`config.mk`:
```
export PLATFORM = sky130hd
export DESIGN_NAME = ppw_out
export DESIGN_NICKNAME = d
export VERILOG_FILES = /design/src/rtl/ppw_pkg.sv /design/src/rtl/ppw_out.sv
export SDC_FILE = /design/constraint.sdc
export NUM_CORES = 1
export LEC_CHECK = 0
export BUFFER_PORTS_ARGS = -buffer_cell sky130_fd_sc_hd__buf_2
export CORE_MARGIN = 5
export CORE_UTILIZATION = 56
export CTS_CLUSTER_DIAMETER = 40
export DETAILED_ROUTE_END_ITERATION = 8
export PLACE_DENSITY = 0.89
export SLEW_MARGIN = 5
export SYNTH_ARGS = -nofsm -noshare
export SYNTH_HDL_FRONTEND = slang
export SYNTH_SLANG_ARGS = --single-unit
```
`constraint.sdc`:
```
create_clock -name clk -period 17.6 [get_ports clk]
set_input_delay 4.4 -clock clk [delete_from_list [all_inputs] [get_ports clk]]
set_output_delay 4.4 -clock clk [all_outputs]
set_load 0.005 [all_outputs]
```
`src/rtl/ppw_pkg.sv`:
```
// shared types and constants for the projective point warp
`timescale 1ns / 1ps
package ppw_pkg;

  localparam int CFG_W     = 32;
  localparam int NUM_REGS  = 8;
  localparam int CFG_IDX_W = 3;
  localparam int PT_W      = 24;
  localparam int PROD_W    = CFG_W + PT_W;
  localparam int SUM_W     = 58;
  localparam int MAG_W     = SUM_W - 1;
  localparam int QUO_W     = 24;
  localparam int STAT_W    = 2;

  localparam logic [CFG_W-1:0] COEF_ONE = 32'h0001_0000;

  typedef enum logic [CFG_IDX_W-1:0] {
    REG_COEF_XX = 3'd0,
    REG_COEF_XY = 3'd1,
    REG_SHIFT_X = 3'd2,
    REG_COEF_YX = 3'd3,
    REG_COEF_YY = 3'd4,
    REG_SHIFT_Y = 3'd5,
    REG_PERSP_X = 3'd6,
    REG_PERSP_Y = 3'd7
  } reg_idx_t;

  localparam logic [STAT_W-1:0] ST_OK    = 2'd0;
  localparam logic [STAT_W-1:0] ST_SAT   = 2'd1;
  localparam logic [STAT_W-1:0] ST_WZERO = 2'd2;

  typedef logic [NUM_REGS-1:0][CFG_W-1:0] coef_set_t;

  typedef struct packed {
    logic signed [PT_W-1:0] in_x;
    logic signed [PT_W-1:0] in_y;
  } in_item_t;

  typedef struct packed {
    logic signed [PT_W-1:0] out_x;
    logic signed [PT_W-1:0] out_y;
    logic [STAT_W-1:0]      status;
  } out_item_t;

  // one division lane: partial remainder, quotient so far, numerator bits still to feed
  typedef struct packed {
    logic [MAG_W-1:0] rem;
    logic [QUO_W-1:0] quo;
    logic [1:0]       feed;
    logic             neg;
    logic             ovf;
  } lane_t;

  typedef struct packed {
    logic             wzero;
    logic [MAG_W-1:0] den;
    lane_t            lu;
    lane_t            lv;
  } stage_t;

endpackage

```
`src/rtl/ppw_out.sv`:
```
// rounding, saturation and status for the result item
`timescale 1ns / 1ps
module ppw_out import ppw_pkg::*; (
  input  logic      clk,
  input  logic      rst_n,
  input  logic      in_vld,
  input  stage_t    in_stage,
  output logic      out_strobe,
  output out_item_t out_data
);

  localparam logic [QUO_W:0] POS_MAX = {2'b00, {(QUO_W-1){1'b1}}};
  localparam logic [QUO_W:0] NEG_MAG = {2'b01, {(QUO_W-1){1'b0}}};

  logic       strobe_r;
  out_item_t  data_r;
  logic [PT_W:0] fu, fv;

  // returns {saturated, coordinate}
  function automatic logic [PT_W:0] finish(input lane_t l, input logic [MAG_W-1:0] den);
    logic [QUO_W:0] qr;
    logic [PT_W-1:0] val;
    logic            sat;
    qr = {1'b0, l.quo} + {{QUO_W{1'b0}}, ({l.rem, 1'b0} >= {1'b0, den})};
    if (!l.neg) begin
      sat = l.ovf || (qr > POS_MAX);
      val = sat ? POS_MAX[PT_W-1:0] : qr[PT_W-1:0];
    end else begin
      sat = l.ovf || (qr > NEG_MAG);
      val = sat ? NEG_MAG[PT_W-1:0] : (~qr[PT_W-1:0] + 1'b1);
    end
    finish = {sat, val};
  endfunction

  assign fu = finish(in_stage.lu, in_stage.den);
  assign fv = finish(in_stage.lv, in_stage.den);

  always_ff @(posedge clk) begin
    if (!rst_n) begin
      strobe_r <= 1'b0;
    end else begin
      strobe_r <= in_vld;
    end
  end

  always_ff @(posedge clk) begin
    if (in_stage.wzero) begin
      data_r.out_x  <= '0;
      data_r.out_y  <= '0;
      data_r.status <= ST_WZERO;
    end else begin
      data_r.out_x  <= fu[PT_W-1:0];
      data_r.out_y  <= fv[PT_W-1:0];
      data_r.status <= (fu[PT_W] || fv[PT_W]) ? ST_SAT : ST_OK;
    end
  end

  assign out_strobe = strobe_r;
  assign out_data   = data_r;

endmodule

```
==> flow_metrics.py <==
metrics = {
    "worst_hold_path": {
        "min-delay-start": "in_vld",
        "min_path_type": "input pin to flip-flop",
        "hold_depth": 2,
        "hold_end": "out_strobe$_SDFF_PN0_",
    },
    "sta": {
        "relSlewSlack_pct": 20.7,
        "rsz0062_at_grt": "false",
        "tns_ps": 0,
        "fmax_mhz": 99.4,
        "period_share_pct": 57.2,
        "period_needed_ps": 10060,
        "setup_violations": 0,
        "hold_viol": 0,
        "worst_slew_pin_slew_ps": 1190,
        "drv_slew": 0,
    },
    "yosys": {
        "yosys.area_share.adder_pct": 20.1,
        "synth_simple_gate_area_share_pct": 26.9,
        "yosysSeqAreaShare_pct": 13.5,
        "synth_cell_type_count": 82,
        "yosys.area.top_type": "ha_1",
        "synthArstFlopShare_pct": 0,
        "ys_warn_count": 0,
        "ys_ff_latch": 51,
        "synthFlopType": "dfxtp_1",
        "syn_inst": 978,
        "synthMuxAreaShare_pct": 3.02,
        "avgSynthCellArea_um2": 7.76,
        "synth_nets": 1331,
        "synth_top_family_by_area": "simple AND/OR/NAND/NOR gates",
        "synth_area_mm2": 0.00759,
        "synth_top_area_share_pct": 20.1,
        "synth-edff-count": 0,
        "synth_compound_area_share_pct": 22.7,
        "synth_xor_area_share_pct": 7.01,
        "synthTopCellsByArea": "ha_1 20%, dfxtp_1 13%, a21o_1 4.3%",
    },
    "floorplanning": {
        "ios": 282,
        "dieArea_mm2": 0.0160,
        "die-width_um": 126,
        "coreArea_mm2": 0.0132,
        "start_util_pct": 57.3,
        "rows": 42,
        "die_h_um": 126,
    },
    "grt": {
        "grt_pass1_vias": 8482,
        "grt_max_degree": 25,
        "grt_use_met2_pct": 52.0,
        "grt_util_met3_pct": 5.00,
        "use_met1_pct": 35.4,
        "grt-ovfl-total": 0,
        "grt_pass1_wl_um": 39900,
        "grt_use_total_pct": 29.5,
        "antenna_found_initial": 5,
        "grt_most_used_layer": "met2",
    },
    "power": {
        "powerDensity_mw_per_mm2": 44.9,
        "peakVddDrop_uv": 33.7,
        "power.static_leakage_nw": 4.51,
    },
    "critical_path": {
        "arrival_ps": 10270,
        "required_ps": 17810,
        "worstPathMaxFanout": 16,
        "startpoint_type": "input pin",
        "critical_path_class": "input pin to flip-flop",
        "crit_path_end_kind": "flip-flop",
    },
    "outcome": {
        "status": "finished clean",
    },
    "layout": {
        "final_cell_area_mm2": 0.00915,
        "fill_cells": 1099,
        "fin_nets": 1576,
        "area_growth_pct": 20.6,
        "layout-drive-gt1-share_pct": 26.9,
    },
    "route": {
        "wl_per_cell_um": 17.8,
        "postRouteAntennaNets": 0,
        "drcViolationCount": 0,
        "drt_iter0_markers": 837,
        "firstDrtPassIters": 5,
        "via_per_inst": 6.13,
        "vias": 8612,
        "drt-total-wl_um": 25000,
    },
    "clocking": {
        "cts.sinks": 51,
        "root_buffer": "clkbuf_16",
        "clk_pin_slew_ps": 70,
        "ctsHoldBuffers": 0,
        "cts_buffers": 5,
        "post_cts_buffers": 0,
        "cts_resized": 0,
        "htreeDepth": 2,
        "cts_tree": "done",
        "clockBufferDepth": 2,
    },
    "place": {
        "placement.io_buffers": 277,
        "dp_hpwl_um": 20900,
        "place_area_mm2": 0.00897,
        "place.gp.congestion": 0.995,
    },
    "flow_run": {
        "max_cap_violations": 0,
    },
}
## synth_stat cells (all sizes together), types with 13 or more instances
master,count
and3,18
nor2,52
nor2b,13
a21o,43
ha,122
o21ai,51
nand3,43
buf,29
nor3,28
inv,73
xor2,26
mux2i,15
nor4,17
nand2,78
a21oi,55
dfxtp,51
xnor2,33
nand4,49
## routing by layer
metal  vias to the layer above  routed length, µm
met2                       482              12000
li1                       4139                  -
met4                         2               1050
met5                         -                  7
met3                        86               2290
met1                      3903               9650
## where the power goes
part / internal, mW / switching [mW]
combinational: 0.0751 / 0.0984
sequential: 0.124 / 0.00232
clock: 0.0671 / 0.0436
total: 0.266 / 0.144
## worst max-delay path by stage
stage / start / end / slack, ps / depth (start not counted)
after floorplan: in_stage[221] / out_data[17]$_SDFF_PP0_ / 8690 / 21
after global placement: in_stage[221] / out_data[17]$_SDFF_PP0_ / 7290 / 21
after detailed placement: in_stage[221] / out_data[17]$_SDFF_PP0_ / 7240 / 21
after CTS: in_stage[221] / out_data[17]$_SDFF_PP0_ / 7490 / 21
after global routing: in_stage[211] / out_data[46]$_SDFF_PP0_ / 7090 / 20
final: in_stage[221] / out_data[17]$_SDFF_PP0_ / 7540 / 21
## cells in the final DEF (no fill, tap or decap), types with 7 or more instances in the layout
cell type / instances
a31oi_1: 7
xor2_1: 26
nand2_1: 74
o21ai_0: 48
a211oi_1: 8
o21a_1: 7
nor4_1: 16
nor3_1: 26
dfxtp_1: 51
and4_1: 8
mux2i_1: 15
nand4_1: 45
a21oi_1: 55
o211ai_1: 12
nand3_1: 41
nor2_1: 50
ha_1: 122
mux2_2: 7
inv_1: 73
nor2b_1: 13
xnor2_1: 31
o22ai_1: 7
and3_1: 18
buf_2: 277
or3_1: 12
a21o_1: 43
## critical path, stage by stage
cell       delay (ps)
buf_2             100
inv_1             110
ha_1              260
a21o_1            160
a21o_1            160
a21o_1            160
a21oi_1           130
nor2_1             60
a2111oi_0         900
o21ai_0           280
and3_1            250
ha_1              300
ha_1              270
and3_1            330
a311oi_1          310
a31oi_1           160
or3b_4            520
a2111oi_4         360
a32oi_2           450
or3_1             470
o211ai_1          110
## flip-flops by register name (all words and copies together), names as in the netlist
register,count
out_data,50
out_strobe,1
## final cells by class
type	count	area, µm²	share of cell area, %
multi-input combinational	812	6060	66.2
timing repair buffer	278	1390	15.2
sequential	51	1020	11.2
inverter	75	282	3.08
tap	176	220	2.41
clock buffer	5	125	1.37
clock inverter	3	43.8	0.479
antenna	4	10.0	0.109
## through the flow
step	hold slack, ps	power, mW	util [%]	setup WS (ps)	std cells
floorplan	4430	0.233	-	8690	978
finish	4340	0.410	69.1	7540	1404
global placement	4610	0.293	67.8	7290	1392
CTS	4350	0.408	69.0	7490	1400
global route	4340	0.436	69.1	7090	1404
detailed placement	4650	0.298	67.8	7240	1392
## kinds of logic (layout without fill, tap and decap cells)
group / Yosys count / after routing
AO/OA/AOI/OAI: 246 / 246
flip-flops: 51 / 51
multiplexers: 22 / 22
buffers and inverters: 115 / 361
XOR/XNOR: 59 / 59
other: 0 / 4
adder cells (fa/ha/maj): 122 / 122
AND/OR/NAND/NOR: 363 / 363
No activity file was read; power rests on OpenSTA's default activity.
