File: config.mk
export PLATFORM = sky130hd
export DESIGN_NAME = ppw_cell
export DESIGN_NICKNAME = d
export VERILOG_FILES = /design/src/rtl/ppw_pkg.sv /design/src/rtl/ppw_cell.sv
export SDC_FILE = /design/constraint.sdc
export NUM_CORES = 1
export LEC_CHECK = 0
export ABC_CLOCK_PERIOD_IN_PS = 3400
export BUFFER_PORTS_ARGS = -buffer_cell sky130_fd_sc_hd__buf_4
export CAP_MARGIN = 30
export CORE_UTILIZATION = 42
export CTS_CLUSTER_DIAMETER = 50
export CTS_CLUSTER_SIZE = 20
export DETAILED_ROUTE_END_ITERATION = 7
export MAX_ROUTING_LAYER = met4
export PLACE_DENSITY = 0.74
export SLEW_MARGIN = 20
export SYNTH_ARGS = -nofsm -noshare
export SYNTH_HDL_FRONTEND = slang
export SYNTH_SLANG_ARGS = --single-unit
File: constraint.sdc
create_clock -name clk -period 3.4 [get_ports clk]
set_input_delay 0.85 -clock clk [delete_from_list [all_inputs] [get_ports clk]]
set_output_delay 0.85 -clock clk [all_outputs]
set_load 0.05 [all_outputs]
File: src/rtl/ppw_pkg.sv
// shared types and constants for the projective point warp
`timescale 1ns / 1ps
package ppw_pkg;

  localparam int CFG_W     = 32;
  localparam int NUM_REGS  = 8;
  localparam int CFG_IDX_W = 3;
  localparam int PT_W      = 24;
  localparam int PROD_W    = CFG_W + PT_W;
  localparam int SUM_W     = 58;
  localparam int MAG_W     = SUM_W - 1;
  localparam int QUO_W     = 24;
  localparam int STAT_W    = 2;

  localparam logic [CFG_W-1:0] COEF_ONE = 32'h0001_0000;

  typedef enum logic [CFG_IDX_W-1:0] {
    REG_COEF_XX = 3'd0,
    REG_COEF_XY = 3'd1,
    REG_SHIFT_X = 3'd2,
    REG_COEF_YX = 3'd3,
    REG_COEF_YY = 3'd4,
    REG_SHIFT_Y = 3'd5,
    REG_PERSP_X = 3'd6,
    REG_PERSP_Y = 3'd7
  } reg_idx_t;

  localparam logic [STAT_W-1:0] ST_OK    = 2'd0;
  localparam logic [STAT_W-1:0] ST_SAT   = 2'd1;
  localparam logic [STAT_W-1:0] ST_WZERO = 2'd2;

  typedef logic [NUM_REGS-1:0][CFG_W-1:0] coef_set_t;

  typedef struct packed {
    logic signed [PT_W-1:0] in_x;
    logic signed [PT_W-1:0] in_y;
  } in_item_t;

  typedef struct packed {
    logic signed [PT_W-1:0] out_x;
    logic signed [PT_W-1:0] out_y;
    logic [STAT_W-1:0]      status;
  } out_item_t;

  // one division lane: partial remainder, quotient so far, numerator bits still to feed
  typedef struct packed {
    logic [MAG_W-1:0] rem;
    logic [QUO_W-1:0] quo;
    logic [1:0]       feed;
    logic             neg;
    logic             ovf;
  } lane_t;

  typedef struct packed {
    logic             wzero;
    logic [MAG_W-1:0] den;
    lane_t            lu;
    lane_t            lv;
  } stage_t;

endpackage

File: src/rtl/ppw_cell.sv
// one restoring division step for both coordinates
`timescale 1ns / 1ps
module ppw_cell import ppw_pkg::*; (
  input  logic   clk,
  input  logic   rst_n,
  input  logic   in_vld,
  input  stage_t in_stage,
  output logic   out_vld,
  output stage_t out_stage
);

  logic   vld_r;
  stage_t stage_r;

  function automatic lane_t step(input lane_t l, input logic [MAG_W-1:0] den);
    lane_t            n;
    logic [MAG_W:0]   t;
    logic [MAG_W:0]   d;
    n = l;
    t = {l.rem, l.feed[1]};
    d = {1'b0, den};
    if (t >= d) begin
      t = t - d;
      n.quo = {l.quo[QUO_W-2:0], 1'b1};
    end else begin
      n.quo = {l.quo[QUO_W-2:0], 1'b0};
    end
    n.rem  = t[MAG_W-1:0];
    n.feed = {l.feed[0], 1'b0};
    step = n;
  endfunction

  always_ff @(posedge clk) begin
    if (!rst_n) begin
      vld_r <= 1'b0;
    end else begin
      vld_r <= in_vld;
    end
  end

  always_ff @(posedge clk) begin
    stage_r.wzero <= in_stage.wzero;
    stage_r.den   <= in_stage.den;
    stage_r.lu    <= step(in_stage.lu, in_stage.den);
    stage_r.lv    <= step(in_stage.lv, in_stage.den);
  end

  assign out_vld   = vld_r;
  assign out_stage = stage_r;

endmodule

==> results.json, run 1 <==
{
  "status": "completed",
  "setup_viol": 0,
  "leakagePower_nw": 9.89,
  "gp_congestion": 0.971,
  "maxSlewViolCount": 0,
  "grt_pass1_vias": 14000,
  "ant_nets": 0,
  "crit_type": "in2reg",
  "p_int_mw": 6.33,
  "grt_pass1_wl_um": 74300,
  "crit_path_start_kind": "input port",
  "clk_path_buf_depth": 3,
  "design.core.area_um2": 30000,
  "io_pins": 460,
  "die_area_um2": 31500,
  "grt_setup_unrepaired": "true",
  "drt_pass1_iterations": 5,
  "area_growth_pct": 56.2,
  "synth_edf_count": 0,
  "path_max_fanout": 23,
  "layout-drive-gt1-share_pct": 38.6,
  "grt_max_degree": 47,
  "synth_cells": 1566,
  "max_freq_ghz": 0.304,
  "initial_core_util_pct": 43.2,
  "min_from": "in_stage[26]",
  "synthFlopType": "dfxtp_1",
  "rows": 63,
  "whs_ns": 0.386,
  "cap_violations": 0,
  "period_share_pct": 96.9,
  "syn_area_per_cell_um2": 8.27,
  "slew_headroom_pct": 61.9,
  "power_mw": 10.6,
  "die_x_um": 178,
  "cp.arrival_ns": 3.73,
  "htree_levels": 1,
  "p_clk_share_pct": 27.5,
  "synth-seq-area-share_pct": 35.1,
  "cts_buffers": 27,
  "dpl.hpwl_um": 41700,
  "crit_path_end_kind": "flip-flop",
  "cellPowerDensity_nw_per_um2": 523,
  "port_buffers": 455,
  "hold_depth": 1,
  "num-nets-final": 2661,
  "wl_per_cell_um": 18.4,
  "hold_viol": 0,
  "drt_wl_total_um": 50200,
  "clk_pin_slew_worst_paths_ns": 0.08,
  "finalCriticalPeriod_ns": 3.29,
  "globalRouteTotalUtil_pct": 31.1,
  "viasPerCell": 5.24,
  "die_height_um": 178,
  "cts_tree": "done",
  "cts_sinks": 227,
  "pwr-share-comb_pct": 42.6,
  "min_path_type": "in2reg",
  "antenna_found_initial": 2,
  "synth_cell_types": 78,
  "power_switching_mw": 4.24,
  "async_reset_ff_share_pct": 0,
  "vias": 14300,
  "tightest_slew_ns": 0.566,
  "hold_end": "out_stage[27]",
  "critPathRequiredTime_ns": 3.84,
  "p_seq_share_pct": 29.9,
  "drc": 0,
  "synth_seq_cells": 227,
  "yosys_warnings": 0,
  "synth.cell_area_um2": 12900,
  "hold_buffers": 0,
  "vdd_ir_drop_max_mv": 0.521,
  "overflow": 0,
  "cts_root_buffer": "clkbuf_16",
  "swShare_pct": 40.1,
  "drt_iter0_drc": 801
}
stage by stage:
stage	cells	setup slack (ns)	util (%)	TNS, ns	cell area (µm²)
after floorplan	1567	-0.152	-	-0.332	13000
after global placement	2672	-0.496	63.9	-35.50	19200
after detailed placement	2672	-0.551	63.9	-38.71	19200
after CTS	2720	0.00645	67.0	0	20100
after global routing	2725	-0.00211	67.5	-0.00211	20200
final	2725	0.106	67.5	0	20200
cell type report:
class	count	area, µm²
inverter	85	337
clock buffer	29	703
timing repair buffer	799	6080
sequential	227	4540
fill	2557	9740
clock inverter	19	200
tap	390	488
antenna	2	5.00
multi-input combinational	1174	7860
what timing repair did:
| action | CTS | global route |
|---|---|---|
| buffers inserted | 0 | 2 |
| endpoints found under the setup margin | 0 | 36 |
| gates resized for setup | 0 | 19 |
| endpoints found under the hold margin | 0 | 0 |
registers in the layout (all words and copies together), names as in the netlist:
name,count
out_stage,226
out_vld,1
power groups by stage:
stage	Sequential (mW)	Combinational (mW)	Clock, mW
after detailed placement	3.22	4.43	0
after global placement	3.22	4.39	0
after global routing	3.19	4.77	3.04
final	3.16	4.50	2.90
after CTS	3.16	4.45	2.96
after floorplan	4.48	1.36	0
kinds of logic after synthesis:
kind of cell | count (synthesis) | synth area share, %
and+or+nand+nor | 423 | 15.1
buffers and inverters | 166 | 5.30
xor gates and xnor gates | 104 | 7.04
AOI/OAI and AO/OA | 519 | 25.2
adders and majority gates | 116 | 11.3
DFF | 227 | 35.1
other | 1 | 0.0290
muxes | 10 | 0.860
worst max-delay path by stage:
stage                              from             end  cells after the start
final                      in_stage[88]  out_stage[114]                     16
after global routing      in_stage[170]   out_stage[42]                     17
after global placement    in_stage[171]  out_stage[158]                     14
after floorplan            in_stage[88]  out_stage[156]                     15
after detailed placement  in_stage[171]  out_stage[158]                     14
after CTS                 in_stage[171]  out_stage[158]                     14
cells in the mapped netlist, types with 22 or more instances:
| master | number | area, µm² |
|---|---|---|
| ha_1 | 114 | 1430 |
| o21ai_1 | 22 | 110 |
| inv_1 | 84 | 315 |
| nand2_1 | 198 | 743 |
| a21o_1 | 71 | 533 |
| clkbuf_1 | 53 | 199 |
| a21oi_1 | 137 | 686 |
| xor2_1 | 47 | 412 |
| dfxtp_1 | 227 | 4540 |
| nand3_1 | 29 | 145 |
| o21ai_0 | 151 | 756 |
| o21bai_1 | 27 | 203 |
| nand4_1 | 41 | 257 |
| nor2_1 | 65 | 244 |
| xnor2_1 | 57 | 499 |
cell usage in the layout (no fill, tap or decap), drive strengths merged, types with 6 or more instances in the layout:
cell / Yosys / final
nand2b: 10 / 10
clkbuf: 57 / 30
nor2: 65 / 65
a221oi: 6 / 6
inv: 84 / 95
a211oi: 9 / 9
o21ai: 175 / 175
o211ai: 7 / 7
buf: 24 / 798
a21boi: 9 / 9
a31oi: 13 / 13
nand2: 198 / 198
dfxtp: 227 / 227
and2: 9 / 9
nand4: 41 / 41
a21oi: 139 / 139
mux2: 9 / 9
ha: 114 / 114
nand3: 29 / 29
nor2b: 13 / 13
nor4: 7 / 7
a21o: 71 / 71
o21bai: 27 / 27
nor3: 16 / 16
o21a: 8 / 8
clkinv: 1 / 6
and3: 15 / 15
xnor2: 57 / 57
xor2: 47 / 47
o31ai: 11 / 11
layer usage:
metal  routed length (µm)  GRT usage [%]  vias to the layer above
met4                 1420           9.29                        0
met5                    0              -                        -
met3                 3260           3.94                       72
met2                25100           55.1                      515
met1                20400           36.4                     6648
li1                     -              -                     7052
worst max-delay path: stages:
cell and delay [ns]:
buf_4 0.14, inv_12 0.05, ha_4 0.13, inv_2 0.04
fa_2 0.37, a21o_1 0.21, a221oi_2 0.23, buf_4 0.19
o211a_1 0.16, o21ai_1 0.07, nand2_1 0.14, o21ai_2 0.10
a211oi_2 0.24, o31a_2 0.24, buf_12 0.19, mux2_2 0.35
No activity file was read; power rests on OpenSTA's default activity.
==> run 2, diff against run 1 <==
Settings changed: GPL_TIMING_DRIVEN set to 0.
==> run 2 against run 1 <==
Against the previous run:
- count of clock-buffer cells in the layout stayed put
- setup slack worse by 0.085 ns
- worst hold slack better by 0.010 ns
- combinational power is 7.6% lower
- non-clock buffer count is 236 lower
- critical path depth stayed put
- global-route usage is 0.60 points lower
- first-iteration DRC count is 13% higher
==> results.json, run 2 (same netlist as run 1, synthesis figures left out) <==
{
  "cts_tree": "done",
  "drt_iter0_drc": 903,
  "pre_cts_ws_ns": -1.61,
  "design.core.area_um2": 30000,
  "ant_nets": 0,
  "area_growth_pct": 43.2,
  "path_max_fanout": 7,
  "timing.critical_path.mode_cell": "buf_12",
  "die_x_um": 178,
  "wl_per_cell_um": 19.9,
  "cap_violations": 0,
  "drc": 0,
  "min_path_type": "in2reg",
  "max_freq_ghz": 0.296,
  "worst_slack_ns": 0.0216,
  "fin_util_pct": 61.9,
  "critPathMaxStageDelay_ns": 0.39,
  "dpl.hpwl_um": 40400,
  "dpl-instance-area_um2": 16900,
  "cellPowerDensity_nw_per_um2": 553,
  "tightest_slew_ns": 0.575,
  "overflow": 0,
  "layout_common_cells": "492 x buf_4, 227 x dfxtp_1, 197 x nand2_1",
  "hold_buffers": 0,
  "grt_pass1_wl_um": 71700,
  "power_mw": 10.3,
  "num-nets-final": 2424,
  "crit_type": "in2reg",
  "critPathSlowestCell": "a221oi_4",
  "cts_buffers": 26,
  "finalCriticalPeriod_ns": 3.38,
  "largest_register_ffs": 226,
  "antenna_found_initial": 5,
  "hold_viol": 0,
  "port_buffers": 455,
  "fillers": 2667,
  "crit_path_start_kind": "input port",
  "rows": 63,
  "initial_core_util_pct": 43.2,
  "viasPerCell": 5.46,
  "layout_commonest_cell": "buf_4",
  "clk_pin_slew_worst_paths_ns": 0.08,
  "vias": 13600,
  "period_share_pct": 99.4,
  "cts_sinks": 227,
  "cp.arrival_ns": 3.83,
  "cts_root_buffer": "clkbuf_16",
  "status": "completed",
  "vdd_ir_drop_max_mv": 0.478,
  "io_pins": 460,
  "crit_path_end_kind": "flip-flop",
  "drt_pass1_iterations": 5,
  "globalRouteTotalUtil_pct": 30.5,
  "setup_viol": 0,
  "slew_headroom_pct": 61.3,
  "die_area_um2": 31500,
  "clk_path_buf_depth": 3,
  "layout-drive-gt1-share_pct": 31.1,
  "die_height_um": 178,
  "grt_setup_unrepaired": "true",
  "grt_max_degree": 20,
  "whs_ns": 0.396,
  "drt_wl_total_um": 49500,
  "htree_levels": 1,
  "gp_congestion": 0.936,
  "leakagePower_nw": 8.64,
  "cp_cell_sequence": "buf_12 -> inv_12 -> ha_4 -> inv_2 -> fa_2 -> a21o_1 -> a221oi_4 -> o211a_1 -> o21ai_2 -> nand2_2 -> o21ai_4 -> a211oi_4 -> o31a_1 -> buf_8 -> buf_12 -> mux2_4",
  "grt_pass1_vias": 12900,
  "maxSlewViolCount": 0,
  "critPathRequiredTime_ns": 3.85,
  "final_area_um2": 18500
}
[run 2: worst max-delay path, delay by kind of cell]
kind | cells | cell delay, ns
AOI/OAI and AO/OA | 7 | 1.57
adders and majority gates | 2 | 0.45
buffers and inverters | 5 | 0.53
muxes | 1 | 0.29
and+or+nand+nor | 1 | 0.11
[run 2: area by class of cell]
cell class	count	area, µm²	share of cell area, %
clock buffer	29	693	3.74
tap	390	488	2.63
buffer	76	435	2.35
antenna	4	10.0	0.0540
sequential	227	4540	24.5
multi-input combinational	1174	8090	43.7
clock inverter	19	230	1.24
timing repair buffer	487	3700	20.0
inverter	85	337	1.82
[run 2: metrics by stage]
| step | cells | TNS, ns |
|---|---|---|
| floorplan | 1567 | -0.332 |
| CTS | 2474 | 0 |
| global route | 2491 | -0.0388 |
| global placement | 2412 | -112.94 |
| detailed placement | 2412 | -113.54 |
| finish | 2491 | 0 |
[run 2: final timing paths]
kind	start	endpoint	depth (start not counted)
worst max-delay path	in_stage[88]	out_stage[156]	16
worst min-delay path	in_stage[101]	out_stage[102]	1
[run 2: report_power, final]
group          switching (mW)  internal, mW
clock                    1.35          1.58
sequential              0.126          3.03
combinational            2.76          1.41
[run 2: timing repair]
action                                  4_1_cts  5_1_grt
setup buffers                                14       17
gates cloned                                  1        1
pin swaps                                    13       15
endpoints found under the setup margin      107      109
resized for setup                            53       57
[run 2: routing by layer]
layer	global-route usage [%]	vias up	share of wire, %
met5	-	-	0
met4	9.90	0	3.0
met3	4.54	91	7.9
met2	51.9	583	48
met1	36.7	6323	41
li1	-	6592	-
